--- src/hdl/sldmx_pkg.sv ---
// Shared constants for the scan line channel demultiplexer.
`default_nettype none

package sldmx_pkg;

    // Configuration register indexes.
    localparam logic [2:0] CFG_SAMPLES_PER_LINE = 3'd0;
    localparam logic [2:0] CFG_HEADER_BYTES     = 3'd1;
    localparam logic [2:0] CFG_CHAN3_SELECT     = 3'd2;
    localparam logic [2:0] CFG_SWITCH_ENABLE    = 3'd3;
    localparam logic [2:0] CFG_SWITCH_ROW       = 3'd4;
    localparam logic [2:0] CFG_LINE_LIMIT       = 3'd5;

    // Reset values of the configuration registers.
    localparam logic [11:0] RST_SAMPLES_PER_LINE = 12'd2048;
    localparam logic [7:0]  RST_HEADER_BYTES     = 8'd182;
    localparam logic        RST_CHAN3_SELECT     = 1'b1;
    localparam logic        RST_SWITCH_ENABLE    = 1'b0;
    localparam logic [15:0] RST_SWITCH_ROW       = 16'd0;
    localparam logic [15:0] RST_LINE_LIMIT       = 16'hFFFF;

    // Word positions within one sample.
    localparam logic [2:0] POS_CH1   = 3'd0;
    localparam logic [2:0] POS_CH2   = 3'd1;
    localparam logic [2:0] POS_CH3   = 3'd2;
    localparam logic [2:0] POS_CH4   = 3'd3;
    localparam logic [2:0] POS_CH5   = 3'd4;
    localparam logic [2:0] WORDS_PER_SAMPLE = 3'd5;

    // Channel slot codes.
    localparam logic [2:0] SLOT_CH1 = 3'd0;
    localparam logic [2:0] SLOT_CH2 = 3'd1;
    localparam logic [2:0] SLOT_CH3A = 3'd2;
    localparam logic [2:0] SLOT_CH3B = 3'd3;
    localparam logic [2:0] SLOT_CH4 = 3'd4;
    localparam logic [2:0] SLOT_CH5 = 3'd5;
    localparam int CHANNEL_SLOTS = 6;

endpackage

`default_nettype wire

--- src/hdl/scan_line_channel_demux_unit.sv ---
// Top level of the scan line channel demultiplexer.
//
// The slave stream carries the raw instrument frame, one byte per word on
// s_tdata. Each scan line opens with a calibration header of header_bytes
// bytes, which is dropped. Then come samples_per_line samples of five
// big-endian 16-bit words each; every completed word leaves on the master
// stream with its channel slot, scan row and column, and m_tlast marks the
// last word of a line. Only one of the slots 3A and 3B is present, chosen by
// chan3_select and optionally swapped from switch_row onward.
// Once line_limit lines are done, further bytes are taken and dropped.
// The output is registered: a word shows on the master side in the cycle
// after its second byte is accepted. Throughput is one byte per cycle while
// s_tready is high, that is while the output register is empty or is being
// emptied, so a stalled receiver stops input only when a word is waiting;
// all counter updates for a byte are computed combinationally. Reset loads
// the configuration defaults, clears all counters and starts in the header
// of line zero. The user must write configuration through the plain write
// port while the stream is idle; the block itself does not enforce this.
`default_nettype none

module scan_line_channel_demux_unit
    import sldmx_pkg::*;
#(
    parameter int MAX_SAMPLES = 2048
)
(
    input  wire logic        clk,
    input  wire logic        rst_n,
    // Configuration write port.
    input  wire logic        cfg_wr_en,
    input  wire logic [2:0]  cfg_index,
    input  wire logic [15:0] cfg_data,
    // Input stream.
    input  wire logic        s_tvalid,
    output logic             s_tready,
    input  wire logic [7:0]  s_tdata,   // [7:0] frame_byte
    // Output stream.
    output logic             m_tvalid,
    input  wire logic        m_tready,
    output logic [47:0]      m_tdata,   // [2:0] channel_slot, [18:3] sample_value,
                                        // [34:19] line_row, [45:35] line_column,
                                        // [47:46] zero
    output logic             m_tlast    // end_of_line
);

    localparam int COL_W = (MAX_SAMPLES > 1) ? $clog2(MAX_SAMPLES) : 1;

    // Configuration registers.
    logic [11:0] samples_per_line_reg;
    logic [7:0]  header_bytes_reg;
    logic        chan3_select_reg;
    logic        switch_enable_reg;
    logic [15:0] switch_row_reg;
    logic [15:0] line_limit_reg;

    always_ff @(posedge clk or negedge rst_n)
    begin
        if (!rst_n)
        begin
            samples_per_line_reg <= RST_SAMPLES_PER_LINE;
            header_bytes_reg     <= RST_HEADER_BYTES;
            chan3_select_reg     <= RST_CHAN3_SELECT;
            switch_enable_reg    <= RST_SWITCH_ENABLE;
            switch_row_reg       <= RST_SWITCH_ROW;
            line_limit_reg       <= RST_LINE_LIMIT;
        end
        else if (cfg_wr_en)
        begin
            unique case (cfg_index)
                CFG_SAMPLES_PER_LINE: samples_per_line_reg <= cfg_data[11:0];
                CFG_HEADER_BYTES:     header_bytes_reg     <= cfg_data[7:0];
                CFG_CHAN3_SELECT:     chan3_select_reg     <= cfg_data[0];
                CFG_SWITCH_ENABLE:    switch_enable_reg    <= cfg_data[0];
                CFG_SWITCH_ROW:       switch_row_reg       <= cfg_data;
                CFG_LINE_LIMIT:       line_limit_reg       <= cfg_data;
                default:              ;
            endcase
        end
    end

    // Frame position state.
    logic             in_header_reg,    in_header_next;
    logic [7:0]       header_count_reg, header_count_next;
    logic             high_pending_reg, high_pending_next;
    logic [7:0]       high_byte_reg,    high_byte_next;
    logic [2:0]       slot_index_reg,   slot_index_next;
    logic [COL_W-1:0] column_reg,       column_next;
    logic [15:0]      row_reg,          row_next;

    // Output register.
    logic             out_valid_reg,    out_valid_next;
    logic [2:0]       out_slot_reg,     out_slot_next;
    logic [15:0]      out_value_reg,    out_value_next;
    logic [15:0]      out_row_reg,      out_row_next;
    logic [COL_W-1:0] out_col_reg,      out_col_next;
    logic             out_eol_reg,      out_eol_next;

    logic        s_accept;
    logic        m_accept;
    logic [12:0] eff_samples;
    logic [12:0] column_plus1;
    logic [7:0]  header_plus1;
    logic [2:0]  pos;
    logic        keep_3a;
    logic [2:0]  slot_code;

    assign s_tready = !out_valid_reg || m_tready;
    assign s_accept = s_tvalid && s_tready;
    assign m_accept = out_valid_reg && m_tready;

    // Samples per line with zero read as one and saturated at MAX_SAMPLES.
    always_comb
    begin
        if (samples_per_line_reg == 12'd0)
            eff_samples = 13'd1;
        else if ({1'b0, samples_per_line_reg} > 13'(MAX_SAMPLES))
            eff_samples = 13'(MAX_SAMPLES);
        else
            eff_samples = {1'b0, samples_per_line_reg};
    end

    assign column_plus1 = 13'(column_reg) + 13'd1;
    assign header_plus1 = header_count_reg + 8'd1;
    assign pos          = (slot_index_reg >= WORDS_PER_SAMPLE) ? POS_CH1 : slot_index_reg;
    assign keep_3a      = chan3_select_reg ^ (switch_enable_reg && (row_reg >= switch_row_reg));

    always_comb
    begin
        case (pos)
            POS_CH2: slot_code = SLOT_CH2;
            POS_CH3: slot_code = keep_3a ? SLOT_CH3A : SLOT_CH3B;
            POS_CH4: slot_code = SLOT_CH4;
            POS_CH5: slot_code = SLOT_CH5;
            default: slot_code = SLOT_CH1;
        endcase
    end

    always_comb
    begin
        in_header_next    = in_header_reg;
        header_count_next = header_count_reg;
        high_pending_next = high_pending_reg;
        high_byte_next    = high_byte_reg;
        slot_index_next   = slot_index_reg;
        column_next       = column_reg;
        row_next          = row_reg;

        out_valid_next = m_accept ? 1'b0 : out_valid_reg;
        out_slot_next  = out_slot_reg;
        out_value_next = out_value_reg;
        out_row_next   = out_row_reg;
        out_col_next   = out_col_reg;
        out_eol_next   = out_eol_reg;

        if (s_accept && (row_reg < line_limit_reg))
        begin
            if (in_header_reg && (header_count_reg < header_bytes_reg))
            begin
                // Still inside the calibration header: count and drop the byte.
                if (header_plus1 >= header_bytes_reg)
                begin
                    in_header_next    = 1'b0;
                    header_count_next = 8'd0;
                end
                else
                begin
                    header_count_next = header_plus1;
                end
            end
            else
            begin
                in_header_next    = 1'b0;
                header_count_next = 8'd0;
                if (!high_pending_reg)
                begin
                    high_byte_next    = s_tdata;
                    high_pending_next = 1'b1;
                end
                else
                begin
                    high_pending_next = 1'b0;
                    out_valid_next    = 1'b1;
                    out_slot_next     = slot_code;
                    out_value_next    = {high_byte_reg, s_tdata};
                    out_row_next      = row_reg;
                    out_col_next      = column_reg;
                    out_eol_next      = 1'b0;
                    if (pos == POS_CH5)
                    begin
                        slot_index_next = POS_CH1;
                        if (column_plus1 >= eff_samples)
                        begin
                            out_eol_next      = 1'b1;
                            column_next       = '0;
                            row_next          = row_reg + 16'd1;
                            in_header_next    = 1'b1;
                            header_count_next = 8'd0;
                        end
                        else
                        begin
                            column_next = column_plus1[COL_W-1:0];
                        end
                    end
                    else
                    begin
                        slot_index_next = pos + 3'd1;
                    end
                end
            end
        end
    end

    always_ff @(posedge clk or negedge rst_n)
    begin
        if (!rst_n)
        begin
            in_header_reg    <= 1'b1;
            header_count_reg <= 8'd0;
            high_pending_reg <= 1'b0;
            high_byte_reg    <= 8'd0;
            slot_index_reg   <= POS_CH1;
            column_reg       <= '0;
            row_reg          <= 16'd0;
            out_valid_reg    <= 1'b0;
        end
        else
        begin
            in_header_reg    <= in_header_next;
            header_count_reg <= header_count_next;
            high_pending_reg <= high_pending_next;
            high_byte_reg    <= high_byte_next;
            slot_index_reg   <= slot_index_next;
            column_reg       <= column_next;
            row_reg          <= row_next;
            out_valid_reg    <= out_valid_next;
        end
    end

    // Payload of the output register needs no reset.
    always_ff @(posedge clk)
    begin
        out_slot_reg  <= out_slot_next;
        out_value_reg <= out_value_next;
        out_row_reg   <= out_row_next;
        out_col_reg   <= out_col_next;
        out_eol_reg   <= out_eol_next;
    end

    assign m_tvalid = out_valid_reg;
    assign m_tlast  = out_eol_reg;
    assign m_tdata  = {2'b00, 11'(out_col_reg), out_row_reg, out_value_reg, out_slot_reg};

    // The last word of a line is always the fifth word of a sample.
    a_eol_slot: assert property (@(posedge clk) disable iff (!rst_n)
        (m_tvalid && m_tlast) |-> (m_tdata[2:0] == SLOT_CH5))
        else $error("end of line flagged on a word that is not the last of a sample");

    // The word position inside a sample stays in range.
    a_pos_range: assert property (@(posedge clk) disable iff (!rst_n)
        slot_index_reg < WORDS_PER_SAMPLE)
        else $error("word position left its range");

    // Once the line limit is reached the row counter no longer moves.
    a_limit_hold: assert property (@(posedge clk) disable iff (!rst_n)
        (row_reg >= line_limit_reg && !cfg_wr_en) |=> $stable(row_reg))
        else $error("row counter moved past the line limit");

    // A byte taken once the line limit is reached emits no word.
    a_row_below_limit: assert property (@(posedge clk) disable iff (!rst_n)
        (s_accept && row_reg >= line_limit_reg && !m_accept && !out_valid_reg)
            |=> !m_tvalid)
        else $error("word emitted after the line limit");

endmodule

`default_nettype wire

--- config.mk ---
export PLATFORM = sky130hd
export DESIGN_NAME = scan_line_channel_demux_unit
export DESIGN_NICKNAME = d
export VERILOG_FILES = /design/src/hdl/sldmx_pkg.sv /design/src/hdl/scan_line_channel_demux_unit.sv
export SDC_FILE = /design/constraint.sdc
export NUM_CORES = 1
export LEC_CHECK = 0
export BUFFER_PORTS_ARGS = -buffer_cell sky130_fd_sc_hd__buf_2
export CAP_MARGIN = 10
export CORE_ASPECT_RATIO = 1.5
export CORE_MARGIN = 2
export CORE_UTILIZATION = 25
export DETAILED_ROUTE_END_ITERATION = 7
export PLACE_DENSITY = 0.37
export SYNTH_ARGS = -nofsm -noshare
export SYNTH_HDL_FRONTEND = slang
export SYNTH_SLANG_ARGS = --single-unit
--- constraint.sdc ---
create_clock -name clk -period 4.58 [get_ports clk]
set_input_delay 1.145 -clock clk [delete_from_list [all_inputs] [get_ports clk]]
set_output_delay 1.145 -clock clk [all_outputs]
set_load 0.02 [all_outputs]
==> flow_summary.toml, run 1 <==
[pwr]
ir_drop_uv = 282
p_switching_uw = 1180
total_power_uw = 4040
seqPwrFrac = 0.440
p_comb_frac = 0.198
p_per_area_mw_per_mm2 = 452
p_leak_uw = 0.00400
internal_power_uw = 2870
swShare = 0.291
clockPowerShare = 0.362

[floorplanning]
die_h_um = 215
start_util = 0.253
row_count = 77
die_w_um = 145
io_pins = 83
dieArea_mm2 = 0.0311
core_area_mm2 = 0.0294

[sta]
clock_skew_ns = 0.0125
min_period_over_period = 0.833
fin_crit_ns = 3.82
fmax_ghz = 0.262
fin_ws_ns = 0.763
finalMaxSlewViolations = 0
tightest_slew_ns = 1.16
hold_viol = 0
finalSetupViolations = 0
fin_tns_setup_ns = 0
slew_headroom = 0.224
rsz0062_at_grt = "no"

[placement]
portBuffers = 80
dp_hpwl_um = 13100
place.gp.congestion = 0.794
dp_slack_ns = 0.748

[cts]
postCtsHoldBufs = 0
clk_pin_slew_ns = 0.07
clockBufferDepth = 2
htree_levels = 4
cts-root-buf = "clkbuf_16"
cts_sinks = 150
clkLatencyLatePin_ns = 0.45
cts_resized = 0
numCtsBuffers = 17
cts_tree = "built"
post-cts-setup-buffers = 0

[global_routing]
grt_max_degree = 63
overflow = 0
antenna_found_initial = 0
grt_pass1_wl_um = 28200
track_usage = 0.121
grt_pass1_vias = 5188

[layout]
syn2layout_area_growth_pct = 20.4
regArea_mm2 = 0.00402
n_antenna_cell = 0
drive_above_1_share = 0.267
utilization = 0.304
fillers = 3032
final_nets = 835
multi_input_area_mm2 = 0.00315

[worst_setup_path]
critPathRequiredTime_ns = 4.95
criticalPathCategory = "register to register"
slowest_delay_ns = 0.79
path_cells = "ha_1 > nand3_1 > nor2_1 > and3_1 > xor2_1 > ha_1 > and3_1 > nand2_1 > o21ai_1 > nand4_4 > nor4_1 > xnor2_1"
crit_slowest_cell = "o21ai_1"
cp-start-kind = "register"
crit_arrival_ns = 4.19
end_kind = "register"
cp_max_fo = 17

[synth]
yosys.area_share.simple = 0.123
syn_inst = 646
synthAdderAreaFrac = 0.113
synthFlopType = "dfrtp_1"
synth_xor_area_frac = 0.0342
synth_area_mm2 = 0.00743
avgSynthCellArea_um2 = 11.5
synthArstFlopShare = 0.687
muxShareOfSynthArea = 0.0665
synth_compound_area_frac = 0.0846
ys_ff_latch = 150
yosys_warnings = 0
synth_edf_count = 47
synth_top_family_by_area = "simple AND/OR/NAND/NOR gates"
synth_cell_types = 53
seq_area_frac_synth = 0.541

[run]
cap_violations = 0

[drt]
via_count = 5043
post_drt_wl_per_cell_um = 15.4
drcViolationCount = 0
routed_wl_um = 17600
via_per_inst = 4.41
ant_nets = 0
drtIter0Drc = 169
dr.pass1.iters = 4

[run_status]
status = "finished clean"

[worst_hold_path]
hp-class = "register to register"
==> layout by cell type, fill, tap and decap left out, types with 6 or more instances in the layout <==
| cell | synthesis | final |
|---|---|---|
| dfrtp_1 | 79 | 79 |
| buf_2 | 2 | 79 |
| nand2_1 | 75 | 75 |
| ha_1 | 67 | 67 |
| inv_1 | 54 | 53 |
| o21ai_0 | 48 | 48 |
| edfxtp_1 | 47 | 47 |
| mux2_2 | 43 | 43 |
| nor2_1 | 25 | 25 |
| dfstp_2 | 24 | 24 |
| clkbuf_16 | 0 | 20 |
| a21oi_1 | 19 | 19 |
| xor2_1 | 17 | 17 |
| nand2b_1 | 17 | 17 |
| nand3_1 | 15 | 15 |
| xnor2_1 | 12 | 12 |
| and3_1 | 9 | 9 |
| o21ai_1 | 9 | 9 |
| nor3_2 | 5 | 6 |
==> stage by stage <==
step           hold WS (ns)  instances  instance area [um^2]
3_5_place_dp          0.432       1112                  8320
3_3_place_gp          0.424       1112                  8320
4_1_cts               0.441       1144                  8940
2_1_floorplan         0.421        647                  7430
5_1_grt               0.451       1144                  8940
6_report              0.440       1144                  8940
==> Yosys cell counts, types with 2 or more instances <==
library cell / instances / area, um^2
nand4_1: 2 / 12.5
nand3_1: 15 / 75.1
nand4b_1: 3 / 26.3
dfstp_2: 24 / 631
ha_1: 67 / 838
edfxtp_1: 47 / 1410
nor4bb_1: 2 / 20.0
clkbuf_1: 10 / 37.5
buf_2: 2 / 10.0
nor3_1: 5 / 25.0
inv_1: 54 / 203
xor2_1: 17 / 149
o21ai_0: 48 / 240
o21bai_1: 4 / 30.0
a211o_1: 2 / 17.5
nor2b_1: 3 / 18.8
nor3_2: 5 / 50.1
nor4_1: 4 / 25.0
o21ai_1: 9 / 45.0
or3_1: 3 / 18.8
dfrtp_1: 79 / 1980
xnor2_1: 12 / 105
or2_2: 3 / 18.8
a211oi_1: 3 / 22.5
a31oi_1: 2 / 12.5
nand2b_1: 17 / 106
nor2_1: 25 / 93.8
and3_1: 9 / 56.3
a21oi_1: 19 / 95.1
o31ai_1: 3 / 22.5
and2_1: 3 / 18.8
buf_4: 2 / 15.0
mux2_2: 43 / 484
o211ai_1: 2 / 15.0
nand2_1: 75 / 282
o2bb2ai_1: 2 / 17.5
a21o_1: 5 / 37.5
==> layout make-up <==
cell class | instances | share of cell area
clock buffers | 22 | 0.0579
flip-flops and latches | 150 | 0.450
inverters | 54 | 0.0227
well taps | 395 | 0.0553
repair buffers | 85 | 0.0507
multi-input cells | 428 | 0.353
clock inverters | 10 | 0.0112
==> power groups by stage <==
stage	registers, uW	clock network (uW)	logic, uW
after global routing	1810	1570	910
after CTS	1780	1530	824
after floorplan	1860	0	491
final	1780	1470	799
after detailed placement	1810	0	820
after global placement	1800	0	797
==> cells by family after synthesis <==
logic type	Yosys count
AND/OR/NAND/NOR	180
flip-flops	150
AO/OA/AOI/OAI	106
buffers and inverters	69
adder cells (fa/ha/maj)	67
multiplexers	44
XOR/XNOR	29
other	1
==> per-layer routing <==
layer,GRT usage,wire [um],vias up
li1,-,-,2441
met1,0.141,7540,2497
met2,0.209,9020,83
met3,0.0292,628,22
met4,0.0540,379,0
met5,0,0,-
==> critical path: cells and delay by family, from the launching register on <==
kind	cells	cell delay (ns)
flip-flops	1	0.45
AO/OA/AOI/OAI	1	0.79
AND/OR/NAND/NOR	7	1.68
adder cells (fa/ha/maj)	2	0.57
XOR/XNOR	2	0.25
==> worst paths after layout <==
check                      cells after the start  slack (ns)                  end        startpoint
max in group asynchronous                      2        3.00   line_limit_reg[15]             rst_n
min in group asynchronous                      1        0.81  header_count_reg[2]             rst_n
setup / recovery                              12        0.76          row_reg[11]     column_reg[0]
hold / removal                                 0        0.44    out_value_reg[15]  high_byte_reg[7]
hold reg to reg                                0        0.44    out_value_reg[15]  high_byte_reg[7]
setup reg to reg                              12        0.76          row_reg[11]     column_reg[0]
Power figures use the tool's default switching activity.
==> run 2: changes to the inputs <==
--- a/config.mk
+++ b/config.mk
@@ -11,7 +11,7 @@
 export CORE_MARGIN = 2
 export CORE_UTILIZATION = 25
 export DETAILED_ROUTE_END_ITERATION = 7
-export PLACE_DENSITY = 0.37
+export PLACE_DENSITY = 0.38
 export SYNTH_ARGS = -nofsm -noshare
 export SYNTH_HDL_FRONTEND = slang
 export SYNTH_SLANG_ARGS = --single-unit
==> constraint.sdc (replaced) <==
create_clock -name clk -period 3.5 [get_ports clk]
set_input_delay 0.875 -clock clk [delete_from_list [all_inputs] [get_ports clk]]
set_output_delay 0.875 -clock clk [all_outputs]
set_load 0.02 [all_outputs]
==> flow_summary.toml, run 2 (synthesis gave the netlist of run 1 again) <==
[floorplanning]
core_area_mm2 = 0.0294
start_util = 0.253
dieArea_mm2 = 0.0311
row_count = 77
io_pins = 83
die_w_um = 145
die_h_um = 215

[cts]
cts-root-buf = "clkbuf_16"
clockBufferDepth = 2
clk_pin_slew_ns = 0.06
postCtsHoldBufs = 0
cts_tree = "built"
clkLatencyLatePin_ns = 0.43
numCtsBuffers = 17
htree_levels = 4
cts_sinks = 150

[drt]
via_count = 5042
routed_wl_um = 17800
post_drt_wl_per_cell_um = 15.4
via_per_inst = 4.37
drcViolationCount = 0
dr.pass1.iters = 4
ant_nets = 0
drtIter0Drc = 193

[pwr]
p_per_area_mw_per_mm2 = 590
clockPowerShare = 0.360
seqPwrFrac = 0.438
p_comb_frac = 0.202
p_switching_uw = 1490
p_leak_uw = 0.00404
internal_power_uw = 3840
swShare = 0.280
ir_drop_uv = 306

[layout]
n_antenna_cell = 0
layout_common_cells = "79 x dfrtp_1, 79 x buf_2, 75 x nand2_1"
layout.cells.non_filler = 1154
final_area_mm2 = 0.00902
final_nets = 845
drive_above_1_share = 0.271
syn2layout_area_growth_pct = 21.5

[placement]
dp_hpwl_um = 13100
place_area_mm2 = 0.00837
dp.cells = 1117
place.gp.congestion = 0.738
dp_slack_ns = 0.223
portBuffers = 80

[worst_setup_path]
criticalPathCategory = "register to register"
cp_max_fo = 16
path_buf_inv = 0
crit_arrival_ns = 3.51
critPathTopFamily = "simple AND/OR/NAND/NOR gates"
slowest_delay_ns = 0.46
path_cells = "ha_1 > nand3_1 > nor2_1 > and3_1 > xor2_1 > ha_1 > a21o_1 > a221oi_1 > o21ai_1 > nand4_4 > mux2_2"
crit_slowest_cell = "dfrtp_1"
cp-start-kind = "register"
end_kind = "register"
critPathRequiredTime_ns = 3.82
path_common_cell = "ha_1"

[global_routing]
grt_max_degree = 68
grt_pass1_wl_um = 28500
antenna_found_initial = 0
track_usage = 0.122
overflow = 0
grt_pass1_vias = 5299

[sta]
min_period_over_period = 0.912
tightest_slew_ns = 1.11
fmax_ghz = 0.313
hold_viol = 0
rsz0062_at_grt = "no"
finalMaxSlewViolations = 0
fin_crit_ns = 3.19
slew_headroom = 0.253
finalSetupViolations = 0
fin_tns_setup_ns = 0
clock_skew_ns = 0.00906
fin_ws_ns = 0.310

[run]
cap_violations = 0

[worst_hold_path]
hp-class = "primary input to asynchronous set/reset pin"

[run_status]
status = "finished clean"
[run 2: worst paths after layout]
kind	startpoint	endpoint	slack, ns	depth (start not counted)
max	column_reg[0]	row_reg[1]	0.31	11
min in group clk	high_byte_reg[3]	out_value_reg[11]	0.44	0
max in group asynchronous	rst_n	samples_per_line_reg[11]	2.27	2
max reg2reg	column_reg[0]	row_reg[1]	0.31	11
min	rst_n	row_reg[6]	0.42	1
min reg2reg	high_byte_reg[3]	out_value_reg[11]	0.44	0
[run 2: routing by layer]
metal,GRT usage,wire length [um]
met1,0.140,7570
met2,0.214,9200
met3,0.0245,590
met4,0.0547,402
met5,0,0
[run 2: what timing repair did]
item	in CTS	in global routing
setup buffers	0	5
setup endpoints to repair	0	4
resized for setup	0	1
[run 2: layout make-up]
type                    count  area, um^2
fillers                  3023       20400
flip-flops and latches    150        4020
multi-input cells         428        3160
repair buffers             95         541
well taps                 395         494
clock buffers              21         450
inverters                  54         203
clock inverters            11         158
[run 2: stage by stage]
stage	utilization	hold WS, ns	power, uW
finish	0.307	0.421	5330
global route	0.307	0.435	5650
CTS	0.306	0.414	5440
detailed placement	0.285	0.430	3470
global placement	0.285	0.424	3440
floorplan	-	0.421	3070
[run 2: power by group through the flow]
stage | clock, uW | sequential (uW) | combinational [uW]
2_1_floorplan | 0 | 2430 | 643
3_3_place_gp | 0 | 2360 | 1090
3_5_place_dp | 0 | 2370 | 1100
4_1_cts | 1990 | 2340 | 1110
5_1_grt | 2060 | 2370 | 1220
6_report | 1920 | 2330 | 1080
